<file path="config.mk">
export PLATFORM = sky130hd
export DESIGN_NAME = sprite_frame_sequencer
export DESIGN_NICKNAME = d
export VERILOG_FILES = /design/src/hw/rtl/sfs_pkg.sv /design/src/hw/rtl/sprite_frame_sequencer.sv /design/src/hw/rtl/sfs_ram.sv /design/src/hw/rtl/sfs_ctrl.sv /design/src/hw/rtl/sfs_datapath.sv
export SDC_FILE = /design/constraint.sdc
export NUM_CORES = 1
export LEC_CHECK = 0
export BUFFER_PORTS_ARGS = -buffer_cell sky130_fd_sc_hd__buf_2
export CAP_MARGIN = 5
export CORE_ASPECT_RATIO = 0.8
export CORE_MARGIN = 5
export CORE_UTILIZATION = 25
export DETAILED_ROUTE_END_ITERATION = 10
export PLACE_DENSITY = 0.5
export SLEW_MARGIN = 20
export SYNTH_ARGS = -nofsm -noshare
export SYNTH_HDL_FRONTEND = slang
export SYNTH_SLANG_ARGS = --single-unit
</file>
<file path="constraint.sdc">
create_clock -name aclk -period 32.8 [get_ports aclk]
set_clock_uncertainty 0.2 [all_clocks]
set_input_delay 1.64 -clock aclk [delete_from_list [all_inputs] [get_ports aclk]]
set_output_delay 1.64 -clock aclk [all_outputs]
set_load 0.03 [all_outputs]
</file>
<file path="src/hw/rtl/sfs_pkg.sv">
`default_nettype none

package sfs_pkg;

    // Clip table size and derived widths
    localparam int MAX_SLOTS  = 16;
    localparam int SLOT_W     = $clog2(MAX_SLOTS);
    localparam int CNT_W      = $clog2(MAX_SLOTS + 1);

    // Fixed field widths
    localparam int MODE_W     = 2;
    localparam int IN_SLOT_W  = 4;
    localparam int FRAME_W    = 10;
    localparam int DUR_W      = 16;
    localparam int DELTA_W    = 20;
    localparam int FIDX_W     = 11;
    localparam int POS_W      = 4;
    localparam int FCOUNT_W   = 5;
    localparam int ELAPSED_W  = 32;

    // Time arithmetic: duration in ms times 1000 fits in PROD_W bits
    localparam int PROD_W     = DUR_W + 10;
    localparam int ACC_W      = PROD_W + SLOT_W;
    localparam int CMP_W      = (ACC_W > ELAPSED_W) ? ACC_W : ELAPSED_W;
    localparam int MODCNT_W   = $clog2(ELAPSED_W);

    // Slot table entry: atlas frame above duration
    localparam int ENTRY_W    = FRAME_W + DUR_W;

    // Configuration port
    localparam int CFG_IDX_W  = 1;
    localparam int CFG_DATA_W = 5;
    localparam logic [CFG_IDX_W-1:0] CFG_LOOP_ENABLE = 1'b0;
    localparam logic [CFG_IDX_W-1:0] CFG_FRAME_COUNT = 1'b1;

    typedef enum logic [MODE_W-1:0] {
        MODE_LOAD  = 2'd0,
        MODE_START = 2'd1,
        MODE_TICK  = 2'd2,
        MODE_NOP   = 2'd3
    } mode_t;

    typedef enum logic [3:0] {
        ST_IDLE,
        ST_EXEC,
        ST_WALK_RD,
        ST_WALK_CMP,
        ST_MOD,
        ST_SHOW_RD,
        ST_SHOW_WR,
        ST_FINISH
    } state_t;

    // Controller to datapath
    typedef struct packed {
        logic capture;
        logic load_wr;
        logic start_empty;
        logic start_run;
        logic tick_add;
        logic walk_next;
        logic walk_hit;
        logic walk_miss_end;
        logic walk_miss_zero;
        logic mod_init;
        logic mod_step;
        logic rd_show;
        logic show_wr;
        logic out_load;
    } dp_cmd_t;

    // Datapath to controller
    typedef struct packed {
        mode_t mode;
        logic  start_ok;
        logic  n_zero;
        logic  running;
        logic  hit;
        logic  last;
        logic  loop_on;
        logic  total_zero;
        logic  second;
        logic  mod_last;
        logic  out_busy;
    } dp_status_t;

endpackage

`default_nettype wire

</file>
<file path="src/hw/rtl/sprite_frame_sequencer.sv">
`default_nettype none

// Sprite animation frame sequencer. Load beats (mode 0) fill the 16-slot clip
// table with an atlas frame and a duration in ms, start beats (mode 1) rewind
// the clip unless a running clip has not finished, tick beats (mode 2) on a
// running clip add delta_us and select the first slot whose cumulative end lies
// beyond the elapsed time; every input beat returns one result beat with the
// frame shown, its slot and the finished flag. A tick walks the slot table
// through its single registered read port. A looping tick that runs past the
// clip end uses the bit-serial remainder unit plus a second walk. A new input
// beat is taken while a result waits at m_valid.
// Configuration writes are taken at any time but belong to idle periods.
module sprite_frame_sequencer
    import sfs_pkg::*;
(
    input  wire logic                     aclk,
    input  wire logic                     aresetn,
    input  wire logic                     s_valid,
    output logic                          s_ready,
    input  wire logic [MODE_W-1:0]        s_mode,
    input  wire logic [IN_SLOT_W-1:0]     s_slot,
    input  wire logic [FRAME_W-1:0]       s_atlas_frame,
    input  wire logic [DUR_W-1:0]         s_duration_ms,
    input  wire logic [DELTA_W-1:0]       s_delta_us,
    output logic                          m_valid,
    input  wire logic                     m_ready,
    output logic signed [FIDX_W-1:0]      m_frame_index,
    output logic [POS_W-1:0]              m_clip_position,
    output logic                          m_finished,
    input  wire logic                     cfg_valid,
    output logic                          cfg_ready,
    input  wire logic [CFG_IDX_W-1:0]     cfg_index,
    input  wire logic [CFG_DATA_W-1:0]    cfg_data
);

    dp_cmd_t    cmd;
    dp_status_t st;

    assign cfg_ready = 1'b1;

    sfs_ctrl u_ctrl (
        .aclk    (aclk),
        .aresetn (aresetn),
        .s_valid (s_valid),
        .s_ready (s_ready),
        .st      (st),
        .cmd     (cmd)
    );

    sfs_datapath u_datapath (
        .aclk            (aclk),
        .aresetn         (aresetn),
        .cmd             (cmd),
        .st              (st),
        .s_mode          (s_mode),
        .s_slot          (s_slot),
        .s_atlas_frame   (s_atlas_frame),
        .s_duration_ms   (s_duration_ms),
        .s_delta_us      (s_delta_us),
        .cfg_valid       (cfg_valid),
        .cfg_index       (cfg_index),
        .cfg_data        (cfg_data),
        .m_ready         (m_ready),
        .m_valid         (m_valid),
        .m_frame_index   (m_frame_index),
        .m_clip_position (m_clip_position),
        .m_finished      (m_finished)
    );

    // One item in flight: after an input beat the block stays busy
    assert property (@(posedge aclk) disable iff (!aresetn)
        s_valid && s_ready |=> !s_ready)
        else $error("input accepted while an item was still in flight");

    // An empty-clip display always points at slot zero
    assert property (@(posedge aclk) disable iff (!aresetn)
        m_valid && m_frame_index[FIDX_W-1] |-> m_clip_position == '0)
        else $error("negative frame index with nonzero clip position");

    // A result is loaded only when the output register is free
    assert property (@(posedge aclk) disable iff (!aresetn)
        cmd.out_load |-> !m_valid || m_ready)
        else $error("result beat overwritten before it was taken");

endmodule

`default_nettype wire

</file>
<file path="src/hw/rtl/sfs_ram.sv">
`default_nettype none

module sfs_ram #(
    parameter int WIDTH = 8,
    parameter int DEPTH = 16
) (
    input  wire logic                     clk,
    input  wire logic                     we,
    input  wire logic [$clog2(DEPTH)-1:0] waddr,
    input  wire logic [WIDTH-1:0]         wdata,
    input  wire logic [$clog2(DEPTH)-1:0] raddr,
    output logic      [WIDTH-1:0]         rdata
);

    logic [WIDTH-1:0] mem_reg [DEPTH];
    logic [WIDTH-1:0] rdata_reg;

    // One write port, registered read port
    always_ff @(posedge clk) begin
        if (we) begin
            mem_reg[waddr] <= wdata;
        end
        rdata_reg <= mem_reg[raddr];
    end

    assign rdata = rdata_reg;

endmodule

`default_nettype wire

</file>
<file path="src/hw/rtl/sfs_ctrl.sv">
`default_nettype none

module sfs_ctrl
    import sfs_pkg::*;
(
    input  wire logic       aclk,
    input  wire logic       aresetn,
    input  wire logic       s_valid,
    output logic            s_ready,
    input  wire dp_status_t st,
    output dp_cmd_t         cmd
);

    state_t state_reg;
    state_t state_next;

    always_ff @(posedge aclk) begin
        if (!aresetn) begin
            state_reg <= ST_IDLE;
        end else begin
            state_reg <= state_next;
        end
    end

    // Next state
    always_comb begin
        state_next = state_reg;
        unique case (state_reg)
            ST_IDLE: begin
                if (s_valid) begin
                    state_next = ST_EXEC;
                end
            end
            ST_EXEC: begin
                unique case (st.mode)
                    MODE_START: begin
                        if (st.start_ok && !st.n_zero) begin
                            state_next = ST_SHOW_RD;
                        end else begin
                            state_next = ST_FINISH;
                        end
                    end
                    MODE_TICK: begin
                        if (st.running && !st.n_zero) begin
                            state_next = ST_WALK_RD;
                        end else begin
                            state_next = ST_FINISH;
                        end
                    end
                    default: state_next = ST_FINISH;
                endcase
            end
            ST_WALK_RD: state_next = ST_WALK_CMP;
            ST_WALK_CMP: begin
                if (st.hit) begin
                    state_next = ST_SHOW_RD;
                end else if (!st.last) begin
                    state_next = ST_WALK_RD;
                end else if (!st.loop_on || st.second || st.total_zero) begin
                    state_next = ST_SHOW_RD;
                end else begin
                    state_next = ST_MOD;
                end
            end
            ST_MOD: begin
                if (st.mod_last) begin
                    state_next = ST_WALK_RD;
                end
            end
            ST_SHOW_RD: state_next = ST_SHOW_WR;
            ST_SHOW_WR: state_next = ST_FINISH;
            ST_FINISH: begin
                if (!st.out_busy) begin
                    state_next = ST_IDLE;
                end
            end
            default: state_next = ST_IDLE;
        endcase
    end

    // Datapath commands
    always_comb begin
        cmd     = '0;
        s_ready = 1'b0;
        unique case (state_reg)
            ST_IDLE: begin
                s_ready     = 1'b1;
                cmd.capture = s_valid;
            end
            ST_EXEC: begin
                unique case (st.mode)
                    MODE_LOAD:  cmd.load_wr = 1'b1;
                    MODE_START: begin
                        cmd.start_empty = st.start_ok && st.n_zero;
                        cmd.start_run   = st.start_ok && !st.n_zero;
                    end
                    MODE_TICK:  cmd.tick_add = st.running && !st.n_zero;
                    default: ;
                endcase
            end
            ST_WALK_RD: ;
            ST_WALK_CMP: begin
                if (st.hit) begin
                    cmd.walk_hit = 1'b1;
                end else if (!st.last) begin
                    cmd.walk_next = 1'b1;
                end else if (!st.loop_on || st.second) begin
                    cmd.walk_miss_end = 1'b1;
                end else if (st.total_zero) begin
                    cmd.walk_miss_zero = 1'b1;
                end else begin
                    cmd.mod_init = 1'b1;
                end
            end
            ST_MOD:     cmd.mod_step = 1'b1;
            ST_SHOW_RD: cmd.rd_show  = 1'b1;
            ST_SHOW_WR: cmd.show_wr  = 1'b1;
            ST_FINISH:  cmd.out_load = !st.out_busy;
            default: ;
        endcase
    end

endmodule

`default_nettype wire

</file>
<file path="src/hw/rtl/sfs_datapath.sv">
`default_nettype none

module sfs_datapath
    import sfs_pkg::*;
(
    input  wire logic                         aclk,
    input  wire logic                         aresetn,
    input  wire dp_cmd_t                      cmd,
    output dp_status_t                        st,
    input  wire logic [MODE_W-1:0]            s_mode,
    input  wire logic [IN_SLOT_W-1:0]         s_slot,
    input  wire logic [FRAME_W-1:0]           s_atlas_frame,
    input  wire logic [DUR_W-1:0]             s_duration_ms,
    input  wire logic [DELTA_W-1:0]           s_delta_us,
    input  wire logic                         cfg_valid,
    input  wire logic [CFG_IDX_W-1:0]         cfg_index,
    input  wire logic [CFG_DATA_W-1:0]        cfg_data,
    input  wire logic                         m_ready,
    output logic                              m_valid,
    output logic signed [FIDX_W-1:0]          m_frame_index,
    output logic [POS_W-1:0]                  m_clip_position,
    output logic                              m_finished
);

    // Captured input beat
    logic [MODE_W-1:0]    mode_reg;
    logic [IN_SLOT_W-1:0] slot_reg;
    logic [FRAME_W-1:0]   atlas_reg;
    logic [DUR_W-1:0]     dur_reg;
    logic [DELTA_W-1:0]   delta_reg;

    // Configuration
    logic                 loop_reg;
    logic [FCOUNT_W-1:0]  fcount_reg;

    // Clip state
    logic [ELAPSED_W-1:0]      elapsed_reg, elapsed_next;
    logic                      done_reg, done_next;
    logic                      running_reg, running_next;
    logic signed [FIDX_W-1:0]  shown_frame_reg, shown_frame_next;
    logic [SLOT_W-1:0]         shown_slot_reg, shown_slot_next;

    // Walk and remainder unit
    logic [SLOT_W-1:0]    idx_reg, idx_next;
    logic [SLOT_W-1:0]    show_idx_reg, show_idx_next;
    logic [ACC_W-1:0]     acc_reg, acc_next;
    logic [ACC_W-1:0]     rem_reg, rem_next;
    logic [ELAPSED_W-1:0] div_reg, div_next;
    logic [MODCNT_W-1:0]  bit_cnt_reg, bit_cnt_next;
    logic                 second_reg, second_next;

    // Output register
    logic                      m_valid_reg;
    logic signed [FIDX_W-1:0]  m_frame_reg;
    logic [POS_W-1:0]          m_pos_reg;
    logic                      m_fin_reg;

    // Slot table
    logic                 ram_we;
    logic [SLOT_W-1:0]    ram_waddr;
    logic [SLOT_W-1:0]    ram_raddr;
    logic [ENTRY_W-1:0]   ram_rdata;
    logic [FRAME_W-1:0]   rd_atlas;
    logic [DUR_W-1:0]     rd_dur;

    // Derived values
    logic [CNT_W-1:0]     n_slots;
    logic [SLOT_W-1:0]    n_last;
    logic [PROD_W-1:0]    dur_prod;
    logic [ACC_W-1:0]     acc_sum;
    logic [ELAPSED_W:0]   add_sum;
    logic [ACC_W:0]       trial;
    logic                 trial_ge;

    assign ram_we    = cmd.load_wr && (32'(slot_reg) < MAX_SLOTS);
    assign ram_waddr = SLOT_W'(slot_reg);
    assign ram_raddr = cmd.rd_show ? show_idx_reg : idx_reg;

    sfs_ram #(
        .WIDTH (ENTRY_W),
        .DEPTH (MAX_SLOTS)
    ) u_slot_ram (
        .clk   (aclk),
        .we    (ram_we),
        .waddr (ram_waddr),
        .wdata ({atlas_reg, dur_reg}),
        .raddr (ram_raddr),
        .rdata (ram_rdata)
    );

    assign rd_atlas = ram_rdata[ENTRY_W-1:DUR_W];
    assign rd_dur   = ram_rdata[DUR_W-1:0];

    // Clamp slot count to the table size
    assign n_slots = (32'(fcount_reg) > MAX_SLOTS) ? CNT_W'(MAX_SLOTS) : CNT_W'(fcount_reg);
    assign n_last  = SLOT_W'(n_slots - CNT_W'(1));

    // Slot end in microseconds: ms * 1000 = ms * 1024 - ms * 16 - ms * 8
    assign dur_prod = (PROD_W'(rd_dur) << 10) - (PROD_W'(rd_dur) << 4)
                    - (PROD_W'(rd_dur) << 3);
    assign acc_sum  = acc_reg + ACC_W'(dur_prod);

    // Saturating elapsed-time add
    assign add_sum = {1'b0, elapsed_reg} + (ELAPSED_W + 1)'(delta_reg);

    // One restoring remainder step, divisor held in acc_reg
    assign trial    = {rem_reg, div_reg[ELAPSED_W-1]};
    assign trial_ge = trial >= {1'b0, acc_reg};

    // Status toward the controller
    always_comb begin
        st.mode       = mode_t'(mode_reg);
        st.start_ok   = !(running_reg && !done_reg);
        st.n_zero     = (n_slots == '0);
        st.running    = running_reg;
        st.hit        = CMP_W'(elapsed_reg) < CMP_W'(acc_sum);
        st.last       = (idx_reg == n_last);
        st.loop_on    = loop_reg;
        st.total_zero = (acc_sum == '0);
        st.second     = second_reg;
        st.mod_last   = (bit_cnt_reg == MODCNT_W'(ELAPSED_W - 1));
        st.out_busy   = m_valid_reg && !m_ready;
    end

    // Next values of the clip state and walk registers
    always_comb begin
        elapsed_next     = elapsed_reg;
        done_next        = done_reg;
        running_next     = running_reg;
        shown_frame_next = shown_frame_reg;
        shown_slot_next  = shown_slot_reg;
        idx_next         = idx_reg;
        show_idx_next    = show_idx_reg;
        acc_next         = acc_reg;
        rem_next         = rem_reg;
        div_next         = div_reg;
        bit_cnt_next     = bit_cnt_reg;
        second_next      = second_reg;

        // Rewind the clip
        if (cmd.start_empty) begin
            elapsed_next     = '0;
            shown_frame_next = '1;
            shown_slot_next  = '0;
            done_next        = 1'b1;
            running_next     = 1'b0;
        end
        if (cmd.start_run) begin
            elapsed_next  = '0;
            done_next     = 1'b0;
            running_next  = 1'b1;
            show_idx_next = '0;
        end

        // Advance time and start the slot walk
        if (cmd.tick_add) begin
            elapsed_next = add_sum[ELAPSED_W] ? '1 : add_sum[ELAPSED_W-1:0];
            acc_next     = '0;
            idx_next     = '0;
            second_next  = 1'b0;
        end

        // Walk decisions
        if (cmd.walk_next) begin
            acc_next = acc_sum;
            idx_next = idx_reg + SLOT_W'(1);
        end
        if (cmd.walk_hit) begin
            show_idx_next = idx_reg;
            if (loop_reg) begin
                done_next = 1'b0;
            end
        end
        if (cmd.walk_miss_end) begin
            show_idx_next = n_last;
            done_next     = !loop_reg;
        end
        if (cmd.walk_miss_zero) begin
            show_idx_next = '0;
            done_next     = 1'b0;
        end

        // Wrap elapsed time modulo the clip total
        if (cmd.mod_init) begin
            acc_next     = acc_sum;
            div_next     = elapsed_reg;
            rem_next     = '0;
            bit_cnt_next = '0;
            second_next  = 1'b1;
        end
        if (cmd.mod_step) begin
            rem_next     = trial_ge ? ACC_W'(trial - {1'b0, acc_reg}) : ACC_W'(trial);
            div_next     = div_reg << 1;
            bit_cnt_next = bit_cnt_reg + MODCNT_W'(1);
            if (st.mod_last) begin
                elapsed_next = ELAPSED_W'(rem_next);
                acc_next     = '0;
                idx_next     = '0;
            end
        end

        // Show the chosen slot
        if (cmd.show_wr) begin
            shown_frame_next = $signed({1'b0, rd_atlas});
            shown_slot_next  = show_idx_reg;
        end
    end

    always_ff @(posedge aclk) begin
        if (!aresetn) begin
            loop_reg        <= 1'b1;
            fcount_reg      <= '0;
            elapsed_reg     <= '0;
            done_reg        <= 1'b0;
            running_reg     <= 1'b0;
            shown_frame_reg <= '1;
            shown_slot_reg  <= '0;
            m_valid_reg     <= 1'b0;
        end else begin
            // Configuration writes
            if (cfg_valid) begin
                unique case (cfg_index)
                    CFG_LOOP_ENABLE: loop_reg   <= cfg_data[0];
                    CFG_FRAME_COUNT: fcount_reg <= cfg_data[FCOUNT_W-1:0];
                    default: ;
                endcase
            end
            elapsed_reg     <= elapsed_next;
            done_reg        <= done_next;
            running_reg     <= running_next;
            shown_frame_reg <= shown_frame_next;
            shown_slot_reg  <= shown_slot_next;
            // Output beat handshake
            if (cmd.out_load) begin
                m_valid_reg <= 1'b1;
            end else if (m_ready) begin
                m_valid_reg <= 1'b0;
            end
        end
    end

    // Payload registers
    always_ff @(posedge aclk) begin
        if (cmd.capture) begin
            mode_reg  <= s_mode;
            slot_reg  <= s_slot;
            atlas_reg <= s_atlas_frame;
            dur_reg   <= s_duration_ms;
            delta_reg <= s_delta_us;
        end
        idx_reg      <= idx_next;
        show_idx_reg <= show_idx_next;
        acc_reg      <= acc_next;
        rem_reg      <= rem_next;
        div_reg      <= div_next;
        bit_cnt_reg  <= bit_cnt_next;
        second_reg   <= second_next;
        if (cmd.out_load) begin
            m_frame_reg <= shown_frame_reg;
            m_pos_reg   <= POS_W'(shown_slot_reg);
            m_fin_reg   <= done_reg;
        end
    end

    assign m_valid         = m_valid_reg;
    assign m_frame_index   = m_frame_reg;
    assign m_clip_position = m_pos_reg;
    assign m_finished      = m_fin_reg;

endmodule

`default_nettype wire
</file>
Yosys cells after proc, flatten, opt, wreduce, memory -nomap -nowiden
Memories as Yosys holds them, arrays and structs flattened. A register that Yosys moved wholly into a read port is not among the register bits.
Cells that the tools add are included.
- bits in registers: 234
- memory bits (writable): 416
- bits of input ports: 63
- output and inout bits: 19
- word-level logic and storage cells: 151
- memories kept: 1
- memory list (memory ; words ; bits a word ; read ports ; clocked after Yosys merged registers in ; write ports ; line ; text):
    u_datapath.u_slot_ram.mem_reg ; 16 ; 26 ; 1 ; 1 ; 1 ; sfs_ram.sv:15 ; logic [WIDTH-1:0] mem_reg [DEPTH];
- $add $sub $neg: 8
- order comparisons: 3
- eq/ne operators: 14
- multiplexer cells: 72
- bitwise gates (word level): 2
- reduce and logical (&&, ||, !) cells: 26
- operator list (cell ; count):
    $mux 32 ; 8
    $mux 30 ; 8
    $mux 4 ; 16
    $add 32x20->33 ; 1
    $lt 32x30->1 ; 1
    $pmux 4 s8 ; 1
    $ge 31x30->1 ; 1
    $add 30x26->30 ; 1
    $logic_not 30->1 ; 1
    $sub 30x30->30 ; 1
    $mux 1 ; 26
    $sub 26x19->26 ; 1
    $sub 26x20->26 ; 1
    $mux 11 ; 2
    $mux 5 ; 4
    $eq 4x3->1 const B ; 4
    $mux 3 ; 3
    $eq 4x2->1 const B ; 2
    $pmux 4 s2 ; 1
    $reduce_bool 2->1 ; 4
    $logic_not 1->1 ; 6
    $mux 2 ; 3
    $ne 2x2->1 const B ; 3
    $add 5x1->5 const B ; 1
    18 further kinds ; 25

Depth between registers and ports, before layout
- depth in word-level cells: 13
- mapped depth: 35
- mapped depth without buffers: 34

Hierarchy
A second synthesis with hierarchy kept.
- cell total of the unflattened synthesis: 2416
- area, all modules: 32268.4 um2
- modules (own cells, without submodules) (module ; times used ; cells an instance ; area an instance (um2) ; seq. area each (um2)):
    sfs_ram ; 1 ; 686 ; 16377.0 ; 13012.5
    sfs_datapath ; 1 ; 1662 ; 15436.1 ; 5945.7
    sfs_ctrl ; 1 ; 66 ; 444.2 ; 60.1
    sprite_frame_sequencer ; 1 ; 2 ; 11.3 ; 0.0

Least setup slack after synthesis
Ideal clock, no wire load.
- path type: register to register
- start point: register u_datapath.u_slot_ram.rdata_reg[1] (netlist: u_datapath.u_slot_ram.rdata[1]), read port of u_datapath.u_slot_ram.mem_reg
- end point: register u_datapath.bit_cnt_reg[0], enable pin
- setup time: 581 ps
- arrival time: 10203 ps
- required time: 32019 ps
- path slack: 21815 ps
- stages on the path, launching flop included: 31
- path buffers: 1
- clock period less this slack: 10985 ps
- path through: dfxtp_1 > inv_1 > ha_1 > ha_1 > o21ai_0 > nand2_1 > a21o_1 > a21o_1 > a21o_1 > a21o_1 > a21boi_0 > o21ai_0 > a41oi_1 > and2_1 > xnor2_1 > ha_1 > clkbuf_1 > a21oi_1 > o21ai_0 > a21o_1 > a21oi_1 > o21ai_1 > a31oi_1 > xnor2_1 > ha_1 > a21o_1 > a21oi_1 > o21ai_0 > a41oi_1 > or4b_1 > o21ai_0
- word-level cells in the longest chain between the ends: 10
- elaborated cells between the ends (all ways): 11
- classes of those cells: 3 x add/sub; 1 x order compare; 5 x mux; 2 x reduce/logical
- ends and longest elaborated chain (item ; line ; text):
    start: declaration ; sfs_ram.sv:16 ; logic [WIDTH-1:0] rdata_reg;
    $sub 26x20->26 ; sfs_datapath.sv:99 ; assign dur_prod = (PROD_W'(rd_dur) << 10) - (PROD_W'(rd_dur) << 4)
    $sub 26x19->26 * ; sfs_datapath.sv:100 ; - (PROD_W'(rd_dur) << 3);
    $add 30x26->30 * ; sfs_datapath.sv:101 ; assign acc_sum = acc_reg + ACC_W'(dur_prod);
    parallel branches: the longest is 4 deep, another holds $lt 32x30->1 ; - ;
    $mux 3 * ; sfs_ctrl.sv:103 ; if (st.hit) begin
    $mux 5 * ; sfs_ctrl.sv:85 ; unique case (state_reg)
    $reduce_bool 2->1 (no source line) * ; - ;
    end signal: assignment ; sfs_datapath.sv:256 ; bit_cnt_reg <= bit_cnt_next;
    end: declaration ; sfs_datapath.sv:49 ; logic [MODCNT_W-1:0] bit_cnt_reg, bit_cnt_next;
Mark *: on every way between the ends.
A chain may end at the register's enable or synchronous reset.

Worst setup path after layout
- start point: register u_datapath.u_slot_ram.rdata_reg[2] (netlist: u_datapath.u_slot_ram.rdata[2]), read port of u_datapath.u_slot_ram.mem_reg
- end point: register u_datapath.rem_reg[10], enable pin
- word-level cells in the longest chain between the ends: 10
- elaborated cells between the ends (all ways): 11
- classes of those cells: 3 x add/sub; 1 x order compare; 5 x mux; 2 x reduce/logical
- ends and longest elaborated chain (item ; line ; text):
    $sub 26x20->26 ; sfs_datapath.sv:99 ;
    $sub 26x19->26 * ; sfs_datapath.sv:100 ;
    $add 30x26->30 * ; sfs_datapath.sv:101 ;
    parallel branches: the longest is 4 deep, another holds $lt 32x30->1 ; - ;
    $mux 3 * ; sfs_ctrl.sv:103 ;
    $mux 5 * ; sfs_ctrl.sv:85 ;
    $reduce_bool 2->1 (no source line) * ; - ;
    end signal: assignment ; sfs_datapath.sv:254 ; rem_reg <= rem_next;
    end: declaration ; sfs_datapath.sv:47 ; logic [ACC_W-1:0] rem_reg, rem_next;
Marked as above.

==> metrics.cfg <==
[yosys]
async_flop_share_pct = 0
seq_area_frac_synth_pct = 58.89
synth_top_area_share_pct = 51.14
yosys_warnings = 0
synth.avg_cell_area_um2 = 11.68
synth-seq-cells = 675
yosysTopAreaCell = edfxtp_1
yosys-top-cells-area = edfxtp_1, dfxtp_1, ha_1
synth_flop_cell = edfxtp_1
ys_types = 88
synthCells = 2765
syn_area_um2 = 32290
syn-num-nets = 2982
synth_edf_count = 550

[timing]
setup_violations = 0
rsz0062_at_grt = no
timing.slew.headroom_pct = 32.01
whs_ns = 0.2320
fmax_mhz = 120.1
maxSlewViolCount = 0
finalHoldViolCount = 0
timing.final.crit_period_ns = 8.324
finalSetupTns_ns = 0
worstMarginPinSlew_ns = 1.007
finalWorstSetupSlack_ns = 24.48
fin_crit_sh_pct = 25.38

[hold_path]
hold_end = u_datapath.m_frame_index[10]
min_delay_path_depth = 0
hp-class = flop to flop
min_from = u_datapath.shown_frame_reg[10]

[route]
drc = 0
num_vias = 21920
ant_nets = 0
drtPass1Iterations = 6
routed_via_density = 4.749
routedWlPerCell_um = 19.20
wl_mm = 88.64
drt_iter0_drc = 1784

[clocking]
cts_tree = done
clk_pin_slew_worst_paths_ns = 0.06
ctsHoldBuffers = 0
insertion_delay_ns = 0.66
cts_sinks = 675
cts_root_buf = clkbuf_16
post-cts-setup-buffers = 0
ctsResizeCount = 0
cts_max_path_buffers = 3
cts-buffers-inserted = 72
h-tree-depth = 3

[global_route]
antenna_found_initial = 10
grt_pass1_vias = 20710
grt_max_degree = 178
overflow = 0
track_usage_pct = 12.59
grt_pass1_wl_mm = 133.1

[power]
total_power_mw = 2.229
ir_worst_vdd_mv = 0.03545
p_sw_share_pct = 28.72
seqPwrFrac_pct = 49.6
p_comb_share_pct = 14.8
p_sw_uw = 640.1
p_per_area_nw_per_um2 = 60.12
internal_power_mw = 1.588
p_leak_nw = 13.03
clkPwrFrac_pct = 35.6

[place]
portBuffers = 80
dp.final_hpwl_mm = 54.69
gp_congestion = 0.8350
preCtsSetupSlack_ns = 24.59
placedCellCount = 4484
dpl_cell_area_um2 = 34810

[setup_path]
cp.arrival_ns = 8.37
endpoint_kind = flop
cp_common_cell = a21o_1
critPathKind = flop to flop
r2r-start = u_datapath.u_slot_ram.rdata[2]
reg2regPathDepth = 30
path_max_fanout = 66
required_ns = 32.84
slowest_stage = or4b_1
ff2ff_setup_slack_ns = 24.48
start_kind = flop
crit_path_max_incr_delay_ns = 0.76
rr_endpoint = u_datapath.rem_reg[10]

[layout]
regArea_um2 = 19020
n_fill_cell = 13230
finalNetCount = 3035
largest_reg_flops = 416
final_cell_area_um2 = 37070
fin_util_pct = 28.76
stdcell_count = 4616
drive_gt1_share_pct = 9.426
multi_input_area_um2 = 12530
syn_to_final_growth_pct = 14.78

[status]
status = finished, final reports clean

[floorplanning]
num_rows = 118
die_x_um = 411.8
io_pins = 82
core_area_um2 = 128900
dieHeight_um = 331.5
start_util_pct = 25.05
fp.dieArea_um2 = 136500

[flow_run]
cap_violations = 0

-- synthesized netlist by cell type, drive strengths merged, types with 22 or more instances --
| cell type | number |
|---|---|
| nand4 | 27 |
| nor3 | 26 |
| a211oi | 155 |
| clkbuf | 123 |
| nor2 | 149 |
| a311oi | 56 |
| a21o | 54 |
| xor2 | 34 |
| and2 | 120 |
| dfxtp | 125 |
| xnor2 | 57 |
| edfxtp | 550 |
| a31oi | 73 |
| nand3 | 66 |
| a21oi | 174 |
| inv | 91 |
| o21a | 22 |
| nand2 | 297 |
| a22o | 32 |
| mux2i | 35 |
| o21ai | 111 |
| ha | 142 |
-- layout by cell type (no fill, tap or decap), types with 20 or more instances in the layout --
cell / instances
nor2_1: 136
a211oi_1: 153
nand2_1: 296
nor3_1: 21
nand3_1: 66
xor2_1: 32
edfxtp_1: 550
a311oi_1: 56
and3_1: 20
ha_1: 142
o21a_1: 21
clkbuf_1: 25
xnor2_1: 56
a22o_1: 32
and2_1: 104
buf_2: 80
buf_4: 40
a21o_1: 54
nand2b_1: 20
a31oi_1: 73
mux2i_1: 31
dfxtp_1: 125
a21oi_1: 171
clkbuf_16: 72
o21ai_0: 103
inv_1: 91
nand4_1: 26
-- per-layer routing --
metal  GRT usage [%]  wire, um
met1           19.15     44620
met2           18.27     37800
met5               0         0
met4           3.138      1647
met3           2.359      4570
-- cell type report --
type	instances	area share, %
Antenna cell	1	0.006751
Sequential cell	675	51.31
Tap cell	1740	5.874
Inverter	92	0.9317
Multi-Input combinational cell	1855	33.80
Clock inverter	31	0.8507
Timing Repair Buffer	122	1.998
Clock buffer	100	5.226
-- worst max path at each step --
stage | endpoint | slack, ns | depth (start not counted) | startpoint
5_1_grt | u_datapath.rem_reg[9] | 23.68 | 30 | u_datapath.u_slot_ram.rdata[2]
4_1_cts | u_datapath.rem_reg[9] | 24.52 | 30 | u_datapath.u_slot_ram.rdata[2]
6_report | u_datapath.rem_reg[10] | 24.48 | 30 | u_datapath.u_slot_ram.rdata[2]
2_1_floorplan | u_datapath.bit_cnt_reg[0] | 21.82 | 30 | u_datapath.u_slot_ram.rdata[1]
3_5_place_dp | u_datapath.rem_reg[4] | 24.59 | 30 | u_datapath.u_slot_ram.rdata[2]
3_3_place_gp | u_datapath.rem_reg[6] | 24.64 | 30 | u_datapath.u_slot_ram.rdata[1]
-- worst max-delay path: cells and delay by family, from the launching register on --
kind / cells / cell delay [ns]
AOI/OAI and AO/OA: 19 / 3.75
adders and majority gates: 4 / 1.29
and+or+nand+nor: 3 / 1.01
buffers and inverters: 2 / 0.83
DFF: 1 / 0.47
xor gates and xnor gates: 2 / 0.28
-- cells by family (layout without fill, tap and decap cells) --
family / Yosys count / count (layout) / share of synthesized area [%]
AO/OA/AOI/OAI: 795 / 795 / 16.77
AND/OR/NAND/NOR: 776 / 776 / 11.42
flip-flops: 675 / 675 / 58.89
buffers and inverters: 235 / 345 / 2.925
adder cells (fa/ha/maj): 154 / 154 / 6.246
XOR/XNOR: 91 / 91 / 2.538
multiplexers: 38 / 38 / 1.190
other: 1 / 2 / 0.01161
-- power groups by stage --
stage | combinational (mW) | sequential, mW | clock [mW]
2_1_floorplan | 0.236 | 1.09 | 0
3_3_place_gp | 0.330 | 1.12 | 0
3_5_place_dp | 0.332 | 1.12 | 0
4_1_cts | 0.333 | 1.10 | 0.819
5_1_grt | 0.365 | 1.11 | 0.852
6_report | 0.330 | 1.10 | 0.794
(Power assumes the default switching activity.)
